File: src/sv/mset_pkg.sv
// Shared types and constants for the multi-slot event timer.
// Used by the controller, the datapath, the top level and the port checker.
`timescale 1ns / 1ps

package mset_pkg;

   // Number of timer slots (1 to 255).
   localparam int SLOTS = 8;
   localparam int IDX_W = (SLOTS > 1) ? $clog2(SLOTS) : 1;

   localparam logic [1:0] OP_TICK       = 2'd0;
   localparam logic [1:0] OP_REGISTER   = 2'd1;
   localparam logic [1:0] OP_UNREGISTER = 2'd2;
   localparam logic [1:0] OP_TAKE       = 2'd3;

   localparam logic [1:0] MODE_ONE_SHOT = 2'd0;
   localparam logic [1:0] MODE_PERIODIC = 2'd1;

   localparam logic STATUS_OK     = 1'b0;
   localparam logic STATUS_REJECT = 1'b1;

   typedef struct packed {
      logic [1:0]  operation;
      logic [7:0]  slot;
      logic [31:0] period;
      logic [1:0]  repeat_mode;
   } mset_req_type;

   typedef struct packed {
      logic status;
      logic taken_flag;
   } mset_rsp_type;

   // One word of the slot memory.
   typedef struct packed {
      logic [31:0] period;
      logic [31:0] count;
   } mset_entry_type;

   typedef struct packed {
      logic load;      // capture the request at its transfer
      logic exec;      // execute the operation and load the result
      logic sweep_rd;  // read the slot at the sweep index
   } mset_cmd_type;

   typedef struct packed {
      logic is_tick;
      logic sweep_last;
   } mset_stat_type;

   typedef enum logic [2:0] {
      ST_IDLE,
      ST_DISPATCH,
      ST_SWEEP,
      ST_SWEEP_END,
      ST_RESPOND
   } mset_state_type;

endpackage

File: src/sv/mset_ctrl.sv
// Controller state machine of the multi-slot event timer.
// Depends on mset_pkg; drives the datapath through command and status structs.
`timescale 1ns / 1ps

module mset_ctrl (
   input  logic                   clock,
   input  logic                   reset,
   input  logic                   start,
   output logic                   busy,
   output logic                   rsp_valid,
   output mset_pkg::mset_cmd_type cmd,
   input  mset_pkg::mset_stat_type stat
);

   mset_pkg::mset_state_type state_ff;
   mset_pkg::mset_state_type state_in;

   always_ff @(posedge clock) begin
      if (reset) begin
         state_ff <= mset_pkg::ST_IDLE;
      end else begin
         state_ff <= state_in;
      end
   end

   always_comb begin
      state_in     = state_ff;
      cmd          = '0;
      busy         = 1'b1;
      rsp_valid    = 1'b0;
      unique case (state_ff)
         mset_pkg::ST_IDLE: begin
            busy = 1'b0;
            if (start) begin
               cmd.load = 1'b1;
               state_in = mset_pkg::ST_DISPATCH;
            end
         end
         mset_pkg::ST_DISPATCH: begin
            // A tick also loads its (always accepted) result here.
            cmd.exec = 1'b1;
            state_in = stat.is_tick ? mset_pkg::ST_SWEEP : mset_pkg::ST_RESPOND;
         end
         mset_pkg::ST_SWEEP: begin
            cmd.sweep_rd = 1'b1;
            if (stat.sweep_last) begin
               state_in = mset_pkg::ST_SWEEP_END;
            end
         end
         mset_pkg::ST_SWEEP_END: begin
            // The last slot is written back during this cycle.
            state_in = mset_pkg::ST_RESPOND;
         end
         mset_pkg::ST_RESPOND: begin
            rsp_valid = 1'b1;
            state_in  = mset_pkg::ST_IDLE;
         end
         default: begin
            state_in = mset_pkg::ST_IDLE;
         end
      endcase
   end

endmodule

File: src/sv/mset_datapath.sv
// Datapath of the multi-slot event timer: request and result registers,
// slot memory with per-slot valid, pending and mode flags, and the tick sweep.
// Depends on mset_pkg.
`timescale 1ns / 1ps

module mset_datapath (
   input  logic                    clock,
   input  logic                    reset,
   input  mset_pkg::mset_req_type  req_data,
   output mset_pkg::mset_rsp_type  rsp_data,
   input  mset_pkg::mset_cmd_type  cmd,
   output mset_pkg::mset_stat_type stat
);

   mset_pkg::mset_entry_type slot_mem [mset_pkg::SLOTS];

   mset_pkg::mset_req_type   req_ff;
   mset_pkg::mset_req_type   req_in;
   mset_pkg::mset_rsp_type   rsp_ff;
   mset_pkg::mset_rsp_type   rsp_in;

   // A slot whose valid bit is clear is inactive and is skipped by the sweep write-back.
   logic [mset_pkg::SLOTS-1:0] val_ff;
   logic [mset_pkg::SLOTS-1:0] val_in;
   logic [mset_pkg::SLOTS-1:0] pend_ff;
   logic [mset_pkg::SLOTS-1:0] pend_in;
   logic [mset_pkg::SLOTS-1:0] prd_ff;
   logic [mset_pkg::SLOTS-1:0] prd_in;

   logic [mset_pkg::IDX_W-1:0] sweep_idx_ff;
   logic [mset_pkg::IDX_W-1:0] sweep_idx_in;

   // Write-back stage of the sweep.
   mset_pkg::mset_entry_type   rd_data_ff;
   logic                       rd_val_ff;
   logic [mset_pkg::IDX_W-1:0] wb_idx_ff;
   logic                       wb_go_ff;

   logic                       mem_we;
   logic [mset_pkg::IDX_W-1:0] mem_wa;
   mset_pkg::mset_entry_type   mem_wd;

   logic                       in_range;
   logic                       bad_reg;
   logic [mset_pkg::IDX_W-1:0] sidx;
   logic [31:0]                cnt_dec;

   assign in_range = req_ff.slot < 8'(mset_pkg::SLOTS);
   assign sidx     = req_ff.slot[mset_pkg::IDX_W-1:0];
   assign bad_reg  = !in_range || (req_ff.period == 32'd0) ||
                     (req_ff.repeat_mode > mset_pkg::MODE_PERIODIC);
   assign cnt_dec  = rd_data_ff.count - 32'd1;

   assign stat.is_tick    = (req_ff.operation == mset_pkg::OP_TICK);
   assign stat.sweep_last = (sweep_idx_ff == mset_pkg::IDX_W'(mset_pkg::SLOTS - 1));
   assign rsp_data        = rsp_ff;

   always_comb begin
      req_in       = req_ff;
      rsp_in       = rsp_ff;
      val_in       = val_ff;
      pend_in      = pend_ff;
      prd_in       = prd_ff;
      sweep_idx_in = sweep_idx_ff;
      mem_we       = 1'b0;
      mem_wa       = sidx;
      mem_wd       = '{period: req_ff.period, count: req_ff.period};

      if (cmd.load) begin
         req_in = req_data;
      end

      if (cmd.exec) begin
         rsp_in       = '0;
         sweep_idx_in = '0;
         unique case (req_ff.operation)
            mset_pkg::OP_TICK: begin
               rsp_in.status = mset_pkg::STATUS_OK;
            end
            mset_pkg::OP_REGISTER: begin
               if (bad_reg) begin
                  rsp_in.status = mset_pkg::STATUS_REJECT;
               end else begin
                  mem_we        = 1'b1;
                  val_in[sidx]  = 1'b1;
                  pend_in[sidx] = 1'b0;
                  prd_in[sidx]  = req_ff.repeat_mode[0];
               end
            end
            mset_pkg::OP_UNREGISTER: begin
               if (!in_range) begin
                  rsp_in.status = mset_pkg::STATUS_REJECT;
               end else begin
                  val_in[sidx]  = 1'b0;
                  pend_in[sidx] = 1'b0;
                  prd_in[sidx]  = 1'b0;
               end
            end
            mset_pkg::OP_TAKE: begin
               if (!in_range) begin
                  rsp_in.status = mset_pkg::STATUS_REJECT;
               end else begin
                  rsp_in.taken_flag = pend_ff[sidx];
                  pend_in[sidx]     = 1'b0;
               end
            end
            default: begin
               rsp_in.status = mset_pkg::STATUS_REJECT;
            end
         endcase
      end

      if (cmd.sweep_rd) begin
         sweep_idx_in = sweep_idx_ff + 1'b1;
      end

      // Sweep write-back; an active slot never holds a zero count.
      if (wb_go_ff && rd_val_ff) begin
         mem_wa = wb_idx_ff;
         if (cnt_dec == 32'd0) begin
            pend_in[wb_idx_ff] = 1'b1;
            if (prd_ff[wb_idx_ff]) begin
               mem_we = 1'b1;
               mem_wd = '{period: rd_data_ff.period, count: rd_data_ff.period};
            end else begin
               val_in[wb_idx_ff] = 1'b0;
            end
         end else begin
            mem_we = 1'b1;
            mem_wd = '{period: rd_data_ff.period, count: cnt_dec};
         end
      end
   end

   always_ff @(posedge clock) begin
      if (mem_we) begin
         slot_mem[mem_wa] <= mem_wd;
      end
      if (cmd.sweep_rd) begin
         rd_data_ff <= slot_mem[sweep_idx_ff];
      end
   end

   always_ff @(posedge clock) begin
      if (reset) begin
         val_ff       <= '0;
         pend_ff      <= '0;
         prd_ff       <= '0;
         sweep_idx_ff <= '0;
         wb_go_ff     <= 1'b0;
         rd_val_ff    <= 1'b0;
         wb_idx_ff    <= '0;
      end else begin
         val_ff       <= val_in;
         pend_ff      <= pend_in;
         prd_ff       <= prd_in;
         sweep_idx_ff <= sweep_idx_in;
         wb_go_ff     <= cmd.sweep_rd;
         rd_val_ff    <= val_ff[sweep_idx_ff];
         wb_idx_ff    <= sweep_idx_ff;
      end
   end

   always_ff @(posedge clock) begin
      req_ff <= req_in;
      rsp_ff <= rsp_in;
   end

endmodule

File: src/sv/multi_slot_event_timer_unit.sv
// Multi-slot event timer. A tick sweeps all SLOTS slots through the slot
// memory, one read and one write-back per cycle, going from dispatch through
// the sweep and sweep end states to the result strobe. Register, unregister
// and take flag go from dispatch straight to the result strobe. Synchronous
// reset leaves every slot inactive at once through per-slot valid bits; the
// result side is never stalled.
`timescale 1ns / 1ps

module multi_slot_event_timer_unit (
   input  logic                   clock,
   input  logic                   reset,
   input  logic                   start,
   output logic                   busy,
   input  mset_pkg::mset_req_type req_data,
   output logic                   rsp_valid,
   output mset_pkg::mset_rsp_type rsp_data
);

   mset_pkg::mset_cmd_type  cmd;
   mset_pkg::mset_stat_type stat;

   mset_ctrl u_ctrl (
      .clock     (clock),
      .reset     (reset),
      .start     (start),
      .busy      (busy),
      .rsp_valid (rsp_valid),
      .cmd       (cmd),
      .stat      (stat)
   );

   mset_datapath u_datapath (
      .clock    (clock),
      .reset    (reset),
      .req_data (req_data),
      .rsp_data (rsp_data),
      .cmd      (cmd),
      .stat     (stat)
   );

endmodule

File: config.mk
export PLATFORM = sky130hd
export DESIGN_NAME = multi_slot_event_timer_unit
export DESIGN_NICKNAME = d
export VERILOG_FILES = /design/src/sv/mset_pkg.sv /design/src/sv/mset_ctrl.sv /design/src/sv/mset_datapath.sv /design/src/sv/multi_slot_event_timer_unit.sv
export SDC_FILE = /design/constraint.sdc
export NUM_CORES = 1
export LEC_CHECK = 0
export BUFFER_PORTS_ARGS = -buffer_cell sky130_fd_sc_hd__buf_4
export CAP_MARGIN = 40
export CORE_UTILIZATION = 40
export DETAILED_ROUTE_END_ITERATION = 8
export PLACE_DENSITY_LB_ADDON = 0.12
export SYNTH_ARGS = -nofsm -noshare
export SYNTH_HDL_FRONTEND = slang
export SYNTH_SLANG_ARGS = --single-unit
File: constraint.sdc
create_clock -name clock -period 8.05 [get_ports clock]
set_input_delay 0.805 -clock clock [delete_from_list [all_inputs] [get_ports clock]]
set_output_delay 0.805 -clock clock [all_outputs]
set_load 0.005 [all_outputs]
# ---- Word-level counts from Yosys, hierarchy flattened
# Memories as Yosys holds them, arrays and structs flattened. A register that Yosys moved wholly into a read port is not among the register bits.
# Cells that the tools add are included.
dict set report word_totals {
  ram_bits 512
  mem_count 1
  word_cells 114
  regBits 81
  output_inout_bits 4
  inputBits 47
}
dict set report classes {
  n_eq_ne 12
  n_mux 54
  order_cmp 7
  reduce_logical 16
  add_sub_neg 2
  n_bitwise 8
}
# memory words word_bits rd rd_clocked_by_memory_dff wr line_no
set mem_list {}
lappend mem_list {u_datapath.slot_mem 8 64 1 1 1 mset_datapath.sv:15} ;# mset_pkg::mset_entry_type slot_mem [mset_pkg::SLOTS];
# op count
set ops {}
lappend ops {{2-to-1 mux 64 bit} 3}
lappend ops {{2-to-1 mux 8 bit} 13}
lappend ops {{zero test 32 bit} 2}
lappend ops {{one-hot mux 8 bit (2 select lines)} 3}
lappend ops {{bitwise AND 8 bit} 4}
lappend ops {{subtractor 32 x 1 -> 32 bit (second input constant)} 1}
lappend ops {{2-to-1 mux 1 bit} 21}
lappend ops {{2-to-1 mux 3 bit} 6}
lappend ops {{inverter 8 bit} 2}
lappend ops {{bitwise OR 8 bit} 2}
lappend ops {{less-than comparator 3 x 4 -> 1 bit (second input constant)} 3}
lappend ops {{one-hot mux 3 bit (4 select lines)} 1}
lappend ops {{binary-select mux 1 bit (select 3 bit)} 3}
lappend ops {{bitwise mux 8 bit} 1}
lappend ops {{less-than comparator 8 x 4 -> 1 bit (second input constant)} 1}
lappend ops {{demux 1 bit (select 3 bit)} 2}
lappend ops {{equality test 3 x 2 -> 1 bit (second input constant)} 2}
lappend ops {{equality test 3 bit (second input constant)} 2}
lappend ops {{greater-or-equal comparator 3 x 1 -> 1 bit (second input constant)} 2}
lappend ops {{inequality test 2 bit (second input constant)} 3}
lappend ops {{equality test 2 bit (second input constant)} 2}
lappend ops {{AND reduction 2 bit} 2}
lappend ops {{AND reduction 4 bit} 1}
lappend ops {{nonzero test 2 bit} 2}
lappend ops {{other kinds (12)} 15}

# ---- Longest topological paths before layout
dict set report logic_depth {
  word_depth 13
  depth_mapped 12
}

# ---- Hierarchy
# Synthesis repeated with hierarchy kept, for this count alone.
dict set report unflattened {
  hier_cells 1442
  hier_area_um2 26797.0
}
# module cells_each area_each_um2 instances seq_area_each_um2
set modules_own_cells {}
lappend modules_own_cells {mset_datapath 1425 26634.3 1 19318.5}
lappend modules_own_cells {mset_ctrl 17 162.7 1 60.1}

# ---- Worst setup path before layout
# OpenSTA, ideal clock, no wires.
dict set report synth_path {
  kind {reg-to-reg}
  startpoint {reg u_ctrl.state_ff[1]}
  endpoint {reg u_datapath.sweep_idx_ff[1] (netlist name)}
  setup_time_ns 0.121
  t_arrival_ns 5.939
  stages_incl_launch_ff 5
  setup_slack_ns 1.990
  required_time_ns 7.929
  period_less_slack_ns 6.060
  path_buffers 1
  path_cell_list {dfxtp_1 -> clkbuf_1 -> nor3b_1 -> nor2_1 -> a22o_1}
}
# item line_no
set synth_rtl {}
lappend synth_rtl {{start: declaration} mset_ctrl.sv:15} ;# mset_pkg::mset_state_type state_ff;
lappend synth_rtl {{start signal: assignment} mset_ctrl.sv:20} ;# state_ff <= mset_pkg::ST_IDLE;
lappend synth_rtl {{start signal: assignment} mset_ctrl.sv:22} ;# state_ff <= state_in;
lappend synth_rtl {{end signal: assignment} mset_datapath.sv:157} ;# sweep_idx_ff <= sweep_idx_in;
lappend synth_rtl {{end: declaration} mset_datapath.sv:30} ;# logic [mset_pkg::IDX_W-1:0] sweep_idx_ff;

# ---- Worst setup path in the final report
dict set report layout_path {
  startpoint {reg, netlist name u_datapath.rd_data_ff[0]}
  endpoint {mem u_datapath.slot_mem[6][46] (netlist name), enable pin}
}
dict set report layout_via {
  elab_chain_cells 6
}
# item line_no
set layout_rtl {}
lappend layout_rtl {{subtractor 32 x 1 -> 32 bit} mset_datapath.sv:52} ;# assign cnt_dec = rd_data_ff.count - 32'd1;
lappend layout_rtl {{zero test 32 bit} mset_datapath.sv:120} ;# if (cnt_dec == 32'd0) begin
lappend layout_rtl {{2-to-1 mux 1 bit} mset_datapath.sv:120}
lappend layout_rtl {{2-to-1 mux 1 bit} mset_datapath.sv:118} ;# if (wb_go_ff && rd_val_ff) begin
lappend layout_rtl {{2-to-1 mux 1 bit} mset_datapath.sv:136} ;# if (mem_we) begin
lappend layout_rtl {{2-to-1 mux 1 bit (not written as such)} mset_datapath.sv:137} ;# slot_mem[mem_wa] <= mem_wd;
lappend layout_rtl {{end: declaration} mset_datapath.sv:15}
# No other way between the ends.

==> flow_metrics.py <==
metrics = {
    "status": {
        "status": "finished, final reports clean",
    },
    "timing": {
        "tightest_slew_ns": 0.937,
        "slew_viol_final": 0,
        "final_hold_viol_count": 0,
        "finalClockSkew_ns": 0.0205,
        "timing.final.crit_share": 0.651,
        "fmax_mhz": 191,
        "relSlewSlack": 0.371,
        "post-route-min-period_ns": 5.24,
        "tns_ns": 0,
        "rsz0062_at_grt": "false",
        "finalSetupViolations": 0,
    },
    "critical_path": {
        "critPathLaunchType": "flip-flop",
        "required_ns": 8.28,
        "rr_worst_depth": 12,
        "crit_arrival_ns": 5.47,
        "rrSetupSlack_ns": 2.81,
        "endpoint_kind": "flip-flop",
        "critPathSlowestCell": "nand2_1",
        "path_max_fanout": 35,
        "reg2reg_from": "u_datapath.rd_data_ff[0]",
        "max_stage_delay_ns": 0.67,
        "r2r_end": "u_datapath.slot_mem[6][46]",
        "worstPathCellList": "inv_1, ha_1, nor3b_1, nand4_1, nor4_1, xnor2_1, and4_1, and4_1, nand2_1, o2bb2ai_4, buf_4, buf_4",
        "worstSetupPathType": "flip-flop to flip-flop",
    },
    "power_and_ir_drop": {
        "leakage_nw": 9.26,
        "power.switching_mw": 1.44,
        "p_int_mw": 5.67,
        "powerDensity_nw_per_um2": 234,
        "ir_drop_uv": 177,
        "pwr-share-seq": 0.535,
        "p_clk_frac": 0.440,
        "switching_share": 0.203,
        "combPwrFrac": 0.026,
    },
    "synthesis": {
        "yosysWarnings": 0,
        "synth_edf_count": 622,
        "synthArstFlopShare": 0,
        "ys_ff_latch": 657,
        "synth_area_um2": 26600,
        "synth_flop_cell": "edfxtp_1",
        "syn_avg_cell_area_um2": 18.6,
        "syn_inst": 1428,
        "yosysSeqAreaShare": 0.728,
        "synth_nets": 1483,
        "synth_cell_types": 59,
    },
    "layout": {
        "layout-drive-gt1-share": 0.269,
        "stdcell_area_um2": 30400,
        "final_nets": 1562,
        "antenna_cells": 0,
        "synthToLayoutAreaGrowth_pct": 14.4,
    },
    "clock_network": {
        "post-cts-setup-buffer-count": 0,
        "cts.htree.levels": 3,
        "hold_buffers": 0,
        "ctsResizeCount": 0,
        "clk_latency_ns": 0.60,
        "cts_inserted_buffers": 72,
        "cts_tree": "done",
        "root_buffer": "clkbuf_16",
        "path_clk_slew_ns": 0.06,
        "cts_sinks": 657,
        "clk_path_buf_depth": 3,
    },
    "detailed_routing": {
        "drt_iter0_drc": 961,
        "routedWlPerCell_um": 25.9,
        "wl_um": 62600,
        "first_pass_iters": 5,
        "via_per_inst": 5.58,
        "ant_nets": 0,
        "drc": 0,
        "vias": 13500,
    },
    "min_path": {
        "hold_path.class": "input port to flip-flop",
        "min-delay-start": "req_data[13]",
        "whs_path_depth": 1,
        "min_to": "u_datapath.req_ff[13]",
    },
    "placed_design": {
        "gp_congestion": 0.875,
        "portBuffers": 50,
        "dp_hpwl_um": 37000,
        "placed_area_um2": 28200,
    },
    "global_route": {
        "grt_antenna_before_repair": 0,
        "grt_pass1_wl_um": 93300,
        "grt-ovfl-total": 0,
        "grt_max_degree": 99,
        "first_global_vias": 14000,
        "track_usage": 0.190,
    },
    "die": {
        "die_y_um": 260,
        "die_area_um2": 67600,
        "ioPinCount": 51,
        "start_util": 0.404,
        "row_count": 94,
        "die_w_um": 260,
        "coreArea_um2": 65900,
    },
    "run": {
        "cap_violations": 0,
    },
}
## area by class of cell
| class | instances | area [um2] |
|---|---|---|
| flip-flops and latches | 657 | 19400 |
| repair buffers | 77 | 688 |
| clock buffers | 88 | 1890 |
| fillers | 5631 | 35400 |
| clock inverters | 35 | 314 |
| inverters | 16 | 60.1 |
| multi-input cells | 683 | 7020 |
| well taps | 864 | 1080 |
## worst max-delay path, delay by kind of cell, from the launching register on
family	cells	cell delay (ns)
AOI/OAI and AO/OA	1	0.17
xor gates and xnor gates	1	0.16
adders and majority gates	1	0.22
buffers and inverters	3	1.26
DFF	1	0.50
and+or+nand+nor	6	2.49
## flip-flops by register name (all words and copies together), names as in the netlist, 3 cells and up
register                 flops
u_datapath.pend_ff           8
u_datapath.prd_ff            8
u_datapath.val_ff            8
u_datapath.rd_data_ff       64
u_ctrl.state_ff              3
u_datapath.req_ff           44
u_datapath.wb_idx_ff         3
u_datapath.sweep_idx_ff      3
u_datapath.slot_mem        512
## stage by stage
stage / setup slack, ns / hold WS, ns / instances / power (mW) / util
2_1_floorplan: 1.99 / 0.448 / 1428 / 3.98 / -
3_3_place_gp: 2.90 / 0.458 / 2291 / 4.06 / 0.427
3_5_place_dp: 2.84 / 0.474 / 2297 / 4.06 / 0.429
4_1_cts: 2.80 / 0.338 / 2420 / 7.19 / 0.462
5_1_grt: 2.38 / 0.340 / 2420 / 7.33 / 0.462
6_report: 2.81 / 0.379 / 2420 / 7.12 / 0.462
## layout by cell type, fill, tap and decap left out, types with 5 or more instances in the layout
master,instances
a221o_1,29
and2_1,8
xor2_1,10
bufinv_16,5
o22ai_1,12
a21o_1,9
buf_4,70
o2bb2ai_4,8
nand2b_1,5
nor3b_1,5
nand3_1,5
nor4_1,19
clkinv_1,14
clkbuf_1,14
ha_1,8
o21ai_0,42
and4_1,7
xnor2_1,13
nor2b_1,10
nor3_1,18
mux2_2,90
clkbuf_16,73
edfxtp_1,622
nand2_1,59
clkinv_2,11
mux2i_1,5
dfxtp_1,32
inv_1,16
mux2_1,7
mux4_2,130
or3_1,9
nand4_1,11
nor2_1,79
a21oi_1,33
a31oi_1,8
## worst max path at each step
stage,startpoint,to,slack (ns),cells after the start
floorplan,u_ctrl.state_ff[1],u_datapath.sweep_idx_ff[1],1.99,4
global placement,u_datapath.rd_data_ff[0],u_datapath.slot_mem[5][47],2.90,12
detailed placement,u_datapath.rd_data_ff[0],u_datapath.slot_mem[6][51],2.84,12
CTS,u_datapath.rd_data_ff[0],u_datapath.slot_mem[6][39],2.80,12
global route,u_datapath.rd_data_ff[0],u_datapath.slot_mem[6][5],2.38,12
finish,u_datapath.rd_data_ff[0],u_datapath.slot_mem[6][46],2.81,12
## cells in the mapped netlist, types with 9 or more instances
master | instances | area share
nand2_1 | 60 | 0.0085
o22ai_1 | 12 | 0.0028
a21o_1 | 9 | 0.0025
nand4_1 | 11 | 0.0026
or3_1 | 9 | 0.0021
clkbuf_1 | 44 | 0.0062
mux2_2 | 90 | 0.038
edfxtp_1 | 622 | 0.70
buf_6 | 9 | 0.0038
inv_1 | 16 | 0.0023
buf_1 | 16 | 0.0023
o21ai_0 | 42 | 0.0079
nor2b_1 | 10 | 0.0023
dfxtp_1 | 35 | 0.026
mux4_2 | 130 | 0.11
nor3_1 | 18 | 0.0034
nor2_1 | 80 | 0.011
xor2_1 | 10 | 0.0033
nor4_1 | 19 | 0.0045
a21oi_1 | 33 | 0.0062
a221o_1 | 29 | 0.011
xnor2_1 | 13 | 0.0043
## per-layer routing
layer	up-vias	share of wire	track usage
li1	5986	-	-
met1	7126	0.46	0.266
met2	287	0.48	0.306
met3	93	0.040	0.0323
met4	0	0.021	0.0497
met5	-	0	0
## power groups by stage
stage / sequential, mW / clock (mW) / combinational (mW)
2_1_floorplan: 3.86 / 0 / 0.120
3_3_place_gp: 3.88 / 0 / 0.182
3_5_place_dp: 3.88 / 0 / 0.186
4_1_cts: 3.80 / 3.20 / 0.187
5_1_grt: 3.81 / 3.32 / 0.202
6_report: 3.80 / 3.13 / 0.183
## kinds of logic after synthesis
kind of cell / share of synthesized area
xor+xnor: 0.00818
flops: 0.728
fa+ha+maj: 0.00376
simple gates: 0.0516
mux: 0.153
compound gates: 0.0407
buf+inv: 0.0151
Note: power is estimated with default switching activity, not from simulation.
